## config.mk

```make
export PLATFORM = sky130hd
export DESIGN_NAME = marked_cell_distance
export DESIGN_NICKNAME = d
export VERILOG_FILES = /design/src/hw/rtl/mcd_pkg.sv /design/src/hw/rtl/marked_cell_distance.sv /design/src/hw/rtl/mcd_front.sv /design/src/hw/rtl/mcd_sqrt_cell.sv /design/src/hw/rtl/mcd_out.sv
export SDC_FILE = /design/constraint.sdc
export NUM_CORES = 2
export LEC_CHECK = 0
export ABC_AREA = 1
export BUFFER_PORTS_ARGS = -buffer_cell sky130_fd_sc_hd__buf_2
export CAP_MARGIN = 30
export CORE_MARGIN = 10
export CORE_UTILIZATION = 40
export CTS_CLUSTER_SIZE = 10
export DETAILED_ROUTE_END_ITERATION = 7
export SYNTH_ARGS = -nofsm -noshare
export SYNTH_HDL_FRONTEND = slang
export SYNTH_SLANG_ARGS = --single-unit
```

## constraint.sdc

```tcl
create_clock -name aclk -period 57.4 [get_ports aclk]
set_input_delay 5.74 -clock aclk [delete_from_list [all_inputs] [get_ports aclk]]
set_output_delay 5.74 -clock aclk [all_outputs]
set_load 0.1 [all_outputs]
```

## src/hw/rtl/mcd_pkg.sv

```systemverilog
`timescale 1ns / 1ps

package mcd_pkg;

    localparam int PT_W       = 11;
    localparam int CHAR_W     = 8;
    localparam int DIST_W     = 14;
    localparam int SQ_W       = 22;
    localparam int N_W        = 30;
    localparam int ROOT_STEPS = 15;

    localparam logic [CHAR_W-1:0] CHAR_NEWLINE = 8'd10;
    localparam logic [CHAR_W-1:0] CHAR_MARK    = 8'd42;
    localparam logic [DIST_W-1:0] DIST_MAX     = 14'h3FFF;

    localparam logic REG_POINT_COL = 1'b0;
    localparam logic REG_POINT_ROW = 1'b1;

    typedef struct packed {
        logic valid;
        logic row_end;
        logic sat;
    } mcd_tag_t;

endpackage

```

## src/hw/rtl/marked_cell_distance.sv

```systemverilog
`timescale 1ns / 1ps
// A word passes through the front registers, the root cells and the output register.
// Throughput: one word per cycle while no output word waits; the 15-cell square
// root chain is fully pipelined. Every stage moves together and stops only while
// the output word waits. Reset is synchronous and active low; it clears the
// counters, the point registers and every valid flag, and no clearing pass follows.
module marked_cell_distance #(
    parameter int MAX_COLS = 1024,
    parameter int MAX_ROWS = 1024
) (
    input  logic                        aclk,
    input  logic                        aresetn,
    input  logic                        s_tvalid,
    output logic                        s_tready,
    input  logic [7:0]                  s_tdata,   // [7:0] map_char
    output logic                        m_tvalid,
    input  logic                        m_tready,
    output logic [15:0]                 m_tdata,   // [13:0] distance_tenths, zeros above
    output logic [0:0]                  m_tuser,   // [0] row_end
    input  logic                        cfg_wen,
    input  logic                        cfg_index,
    input  logic [mcd_pkg::PT_W-1:0]    cfg_data
);

    localparam int STEPS = mcd_pkg::ROOT_STEPS;

    logic                       adv;
    mcd_pkg::mcd_tag_t          tag_c [STEPS+1];
    logic [mcd_pkg::N_W-1:0]    rem_c [STEPS+1];
    logic [mcd_pkg::N_W-1:0]    root_c [STEPS+1];

    assign s_tready  = adv;
    assign root_c[0] = '0;

    mcd_front #(
        .MAX_COLS (MAX_COLS),
        .MAX_ROWS (MAX_ROWS)
    ) u_front (
        .aclk      (aclk),
        .aresetn   (aresetn),
        .adv       (adv),
        .s_tvalid  (s_tvalid),
        .s_tdata   (s_tdata),
        .cfg_wen   (cfg_wen),
        .cfg_index (cfg_index),
        .cfg_data  (cfg_data),
        .tag_o     (tag_c[0]),
        .n_o       (rem_c[0])
    );

    for (genvar i = 0; i < STEPS; i++) begin : g_cell
        mcd_sqrt_cell #(
            .BIT_POS (2 * (STEPS - 1 - i))
        ) u_cell (
            .aclk    (aclk),
            .aresetn (aresetn),
            .adv     (adv),
            .tag_i   (tag_c[i]),
            .rem_i   (rem_c[i]),
            .root_i  (root_c[i]),
            .tag_o   (tag_c[i+1]),
            .rem_o   (rem_c[i+1]),
            .root_o  (root_c[i+1])
        );
    end

    mcd_out u_out (
        .aclk     (aclk),
        .aresetn  (aresetn),
        .tag_i    (tag_c[STEPS]),
        .rem_i    (rem_c[STEPS]),
        .root_i   (root_c[STEPS]),
        .m_tready (m_tready),
        .adv      (adv),
        .m_tvalid (m_tvalid),
        .m_tdata  (m_tdata),
        .m_tuser  (m_tuser)
    );

endmodule

```

## src/hw/rtl/mcd_front.sv

```systemverilog
`timescale 1ns / 1ps

module mcd_front #(
    parameter int MAX_COLS = 1024,
    parameter int MAX_ROWS = 1024
) (
    input  logic                         aclk,
    input  logic                         aresetn,
    input  logic                         adv,
    input  logic                         s_tvalid,
    input  logic [mcd_pkg::CHAR_W-1:0]   s_tdata,
    input  logic                         cfg_wen,
    input  logic                         cfg_index,
    input  logic [mcd_pkg::PT_W-1:0]     cfg_data,
    output mcd_pkg::mcd_tag_t            tag_o,
    output logic [mcd_pkg::N_W-1:0]      n_o
);

    localparam int CW  = $clog2(MAX_COLS);
    localparam int RW  = $clog2(MAX_ROWS);
    localparam int CRW = (CW > RW) ? CW : RW;
    localparam int XW  = ((CRW > mcd_pkg::PT_W) ? CRW : mcd_pkg::PT_W) + 1;
    localparam logic [CW-1:0] COL_LAST = CW'(MAX_COLS - 1);
    localparam logic [RW-1:0] ROW_LAST = RW'(MAX_ROWS - 1);

    logic [mcd_pkg::PT_W-1:0] pcol_reg, prow_reg;
    logic [CW-1:0]            col_reg, col_next;
    logic [RW-1:0]            row_reg, row_next;

    mcd_pkg::mcd_tag_t        t1_reg, t1_next, t2_reg, t3_reg;
    logic [mcd_pkg::PT_W-1:0] dx_reg, dy_reg;
    logic [mcd_pkg::SQ_W-1:0] sqx_reg, sqy_reg;
    logic [mcd_pkg::N_W-1:0]  n_reg;

    logic                     accept, is_nl, is_mark;
    logic [XW-1:0]            ax, bx, ay, by, ddx, ddy;
    logic [mcd_pkg::SQ_W:0]   sum;

    assign accept  = s_tvalid && adv;
    assign is_nl   = (s_tdata == mcd_pkg::CHAR_NEWLINE);
    assign is_mark = (s_tdata == mcd_pkg::CHAR_MARK);

    always_comb begin
        col_next = col_reg;
        row_next = row_reg;
        if (accept) begin
            if (is_nl) begin
                col_next = '0;
                if (row_reg < ROW_LAST) begin
                    row_next = row_reg + RW'(1);
                end
            end else if (col_reg < COL_LAST) begin
                col_next = col_reg + CW'(1);
            end
        end

        ax  = XW'(pcol_reg);
        bx  = XW'(col_reg) + XW'(1);
        ay  = XW'(prow_reg);
        by  = XW'(row_reg) + XW'(1);
        ddx = (ax >= bx) ? (ax - bx) : (bx - ax);
        ddy = (ay >= by) ? (ay - by) : (by - ay);

        t1_next.valid   = accept && (is_nl || is_mark);
        t1_next.row_end = is_nl;
        t1_next.sat     = (|ddx[XW-1:mcd_pkg::PT_W]) || (|ddy[XW-1:mcd_pkg::PT_W]);

        sum = {1'b0, sqx_reg} + {1'b0, sqy_reg};
    end

    always_ff @(posedge aclk) begin
        if (!aresetn) begin
            pcol_reg <= '0;
            prow_reg <= '0;
            col_reg  <= '0;
            row_reg  <= '0;
            t1_reg   <= '0;
            t2_reg   <= '0;
            t3_reg   <= '0;
        end else begin
            if (cfg_wen) begin
                if (cfg_index == mcd_pkg::REG_POINT_COL) begin
                    pcol_reg <= cfg_data;
                end else if (cfg_index == mcd_pkg::REG_POINT_ROW) begin
                    prow_reg <= cfg_data;
                end
            end
            col_reg <= col_next;
            row_reg <= row_next;
            if (adv) begin
                t1_reg <= t1_next;
                t2_reg <= t1_reg;
                t3_reg <= t2_reg;
            end
        end
    end

    always_ff @(posedge aclk) begin
        if (adv) begin
            dx_reg  <= ddx[mcd_pkg::PT_W-1:0];
            dy_reg  <= ddy[mcd_pkg::PT_W-1:0];
            sqx_reg <= dx_reg * dx_reg;
            sqy_reg <= dy_reg * dy_reg;
            n_reg   <= (mcd_pkg::N_W'(sum) << 6) + (mcd_pkg::N_W'(sum) << 5)
                     + (mcd_pkg::N_W'(sum) << 2);
        end
    end

    assign tag_o = t3_reg;
    assign n_o   = n_reg;

endmodule

```

## src/hw/rtl/mcd_sqrt_cell.sv

```systemverilog
`timescale 1ns / 1ps

module mcd_sqrt_cell #(
    parameter int BIT_POS = 28
) (
    input  logic                        aclk,
    input  logic                        aresetn,
    input  logic                        adv,
    input  mcd_pkg::mcd_tag_t           tag_i,
    input  logic [mcd_pkg::N_W-1:0]     rem_i,
    input  logic [mcd_pkg::N_W-1:0]     root_i,
    output mcd_pkg::mcd_tag_t           tag_o,
    output logic [mcd_pkg::N_W-1:0]     rem_o,
    output logic [mcd_pkg::N_W-1:0]     root_o
);

    localparam logic [mcd_pkg::N_W-1:0] BIT_VAL = mcd_pkg::N_W'(1) << BIT_POS;

    mcd_pkg::mcd_tag_t          tag_reg;
    logic [mcd_pkg::N_W-1:0]    rem_reg, rem_next, root_reg, root_next, trial;

    always_comb begin
        trial = root_i + BIT_VAL;
        if (rem_i >= trial) begin
            rem_next  = rem_i - trial;
            root_next = (root_i >> 1) + BIT_VAL;
        end else begin
            rem_next  = rem_i;
            root_next = root_i >> 1;
        end
    end

    always_ff @(posedge aclk) begin
        if (!aresetn) begin
            tag_reg <= '0;
        end else if (adv) begin
            tag_reg <= tag_i;
        end
    end

    always_ff @(posedge aclk) begin
        if (adv) begin
            rem_reg  <= rem_next;
            root_reg <= root_next;
        end
    end

    assign tag_o  = tag_reg;
    assign rem_o  = rem_reg;
    assign root_o = root_reg;

endmodule

```

## src/hw/rtl/mcd_out.sv

```systemverilog
`timescale 1ns / 1ps

module mcd_out (
    input  logic                        aclk,
    input  logic                        aresetn,
    input  mcd_pkg::mcd_tag_t           tag_i,
    input  logic [mcd_pkg::N_W-1:0]     rem_i,
    input  logic [mcd_pkg::N_W-1:0]     root_i,
    input  logic                        m_tready,
    output logic                        adv,
    output logic                        m_tvalid,
    output logic [15:0]                 m_tdata,
    output logic [0:0]                  m_tuser
);

    localparam int RT_W = mcd_pkg::ROOT_STEPS;

    logic                       valid_reg;
    logic [mcd_pkg::DIST_W-1:0] dist_reg, dist_next;
    logic                       row_end_reg;
    logic [RT_W:0]              rounded;

    assign adv = !valid_reg || m_tready;

    always_comb begin
        rounded = {1'b0, root_i[RT_W-1:0]} + (RT_W+1)'(rem_i > root_i);
        if (tag_i.row_end) begin
            dist_next = '0;
        end else if (tag_i.sat || (|rounded[RT_W:mcd_pkg::DIST_W])) begin
            dist_next = mcd_pkg::DIST_MAX;
        end else begin
            dist_next = rounded[mcd_pkg::DIST_W-1:0];
        end
    end

    always_ff @(posedge aclk) begin
        if (!aresetn) begin
            valid_reg <= 1'b0;
        end else if (adv) begin
            valid_reg <= tag_i.valid;
        end
    end

    always_ff @(posedge aclk) begin
        if (adv && tag_i.valid) begin
            dist_reg    <= dist_next;
            row_end_reg <= tag_i.row_end;
        end
    end

    assign m_tvalid = valid_reg;
    assign m_tdata  = {2'b00, dist_reg};
    assign m_tuser  = row_end_reg;

endmodule

```

==> metrics.cfg <==
[outcome]
status = complete, but fails checks
violations = DRC

[synth]
synth_xor_area_share_pct = 3.91
yosysUniqueCellTypes = 54
synth_top_area_cell = edfxtp_1
yosysMostFrequentCell = nand2_1
yosys.area_share.adder_pct = 14.9
synth_mux_area_share_pct = 0.0201
yosys-top-cells-count = 1,475 x nand2_1, 991 x inv_1, 647 x edfxtp_1
synthArstFlopShare_pct = 0
ys_ff_latch = 744
synth-edff-count = 647
synth.area.top_cells = edfxtp_1 39%, nand2_1 11%, ha_1 8.7%, inv_1 7.5%, fa_1 6.2%
synth_compound_area_share_pct = 7.78
synth_top_cell_area_share_pct = 39.1
yosys.area_share.simple_pct = 22.1
synth_warnings = 0
syn_inst = 5934
syn_avg_cell_area_sq_um = 8.38
synth_top_family_by_area = simple AND/OR/NAND/NOR gates
synth_area_sq_um = 49700
seq_area_frac_synth_pct = 43.0
ys.flop_type = edfxtp_1

[placement]
io_buffer_count = 41
place.gp.congestion = 0.922
dpl.hpwl_um = 94500

[die]
rows = 129
dieArea_sq_um = 139000
die_x_um = 373
die_h_um = 373
initial_core_util_pct = 40.2
ioPinCount = 44
coreArea_sq_um = 124000

[grt]
grt_pass1_vias = 37000
grt_start_max_net_pins = 122
antenna_found_initial = 11
globalRoute.totalOverflow = 0
grt_pass1_wl_um = 194000
grt_usage_pct = 16.9

[worst_setup_path]
r2r_start = u_front.dx_reg[0]
slowest_stage = buf_2
cpPeakStageDelay_ps = 590
crit_fanout = 121
worstPathRequired_ps = 51660
r2r_end = u_front.sqx_reg[16]
cp_common_cell = buf_2
criticalPathCategory = input pin to output pin
arrival_ps = 7140
end_kind = output pin
rr_worst_depth = 17
startpoint = m_tready
startpoint_type = input pin
r2r_slack_ps = 51840
cp-endpoint = s_tready
cp_cell_sequence = buf_2 > nor2_4 > inv_8 > buf_2

[route]
viasPerCell = 4.95
dr.first_iter.drc_count = 2531
ant_nets = 0
dr.pass1.iters = 8
num_vias = 38100
drc = 9
wl_per_cell_um = 15.6
drt_wl_total_um = 120000

[timing]
period_share_pct = 22.4
worstMarginPinSlew_ps = 869
rsz0062_at_grt = false
hold_viol = 0
setup_tns_ps = 0
drv_slew = 0
clock_skew_ps = 52.9
slew_headroom_pct = 42.0
fmax_mhz = 77.6
finalSetupViolCount = 0
finalCriticalPeriod_ps = 12880

[hold_path]
hold_path.class = flop to flop

[clock_tree]
cts_buffers = 90
cts_sinks = 744
cts_setup_buffers = 0
hold_buffers = 0
clkLatencyLatePin_ps = 720
cts_tree = yes
cts_resized = 0
cts_root_buf = clkbuf_16
cts_max_level = 3
cts_buffer_depth = 3
clk_pin_slew_worst_paths_ps = 50

[final_layout]
nFillCells = 12300
largest_reg_flops = 421
syn_to_final_growth_pct = 9.59
finalCoreUtilization_pct = 44.1
finalNetCount = 6520
drive_above_1_share_pct = 3.79

[flow_run]
maxCapViolCount = 0

[metrics by stage]
step                      worst slack (ps)  instance area [sq um]  hold WS (ps)  std cells
after floorplan                      27770                  49800           400       5937
after detailed placement             44490                  51700           405       7537
after global placement               44510                  51700           404       7535
final                                44520                  54500           380       7693
after global routing                 44420                  54500           388       7693
after CTS                            44500                  54400           375       7682
[worst min-delay path by stage]
stage | from | endpoint | slack [ps] | cells past startpoint
after detailed placement | u_front.n_o[11] | g_cell[0].u_cell.rem_o[11] | 400 | 0
after global placement | u_front.n_o[5] | g_cell[0].u_cell.rem_o[5] | 400 | 0
after global routing | u_front.n_o[17] | g_cell[0].u_cell.rem_o[17] | 390 | 0
after floorplan | u_front.n_o[10] | g_cell[0].u_cell.rem_o[10] | 400 | 0
after CTS | u_front.n_o[17] | g_cell[0].u_cell.rem_o[17] | 380 | 0
final | u_front.n_o[17] | g_cell[0].u_cell.rem_o[17] | 380 | 0
[layer usage]
| metal | up-vias | global-route usage (%) | wire length [um] |
|---|---|---|---|
| met4 | 2 | 6.91 | 4470 |
| li1 | 19400 | - | - |
| met3 | 228 | 2.50 | 5300 |
| met2 | 785 | 27.9 | 55700 |
| met1 | 17700 | 22.2 | 54800 |
| met5 | - | 0 | 13 |
[critical path: cells and delay by family]
kind	cells	cell delay [ps]
buf+inv	3	1180
simple gates	1	50
[kinds of logic after synthesis]
logic type | after synthesis
mux | 1
compound gates | 719
xor+xnor | 222
simple gates | 2656
fa+ha+maj | 500
other cells | 1
flops | 744
buf+inv | 1091
[cell type report]
cell class	count	area [sq um]	area share, %
Tap cell	1637	2050	3.76
Clock inverter	16	198	0.363
Sequential cell	744	21400	39.2
Antenna cell	8	20.0	0.0367
Multi-Input combinational cell	4102	24200	44.4
Inverter	999	3760	6.89
Timing Repair Buffer	58	398	0.730
Clock buffer	129	2490	4.57
[layout by cell type (no fill, tap or decap), drive strengths merged, types with 7 or more instances in the layout]
cell and n:
and3 7, edfxtp 647, a31oi 7, diode 8, nand3 280, a21boi 10
fa 153, nand3b 39, or2 27, o21ai 295, nor4 22, a21oi 330
clkinv 12, nand4 68, o21a 8, inv 1002, ha 347, buf 58
nand2 1482, xor2 143, dfxtp 97, clkbuf 129, xnor2 79, nor2 646
a21o 30, and2 7, nor3 70, o21bai 29
Power is left out: the tool's default activity adds up to more than one toggle a clock period on the data nets, which glitch-free logic cannot reach.
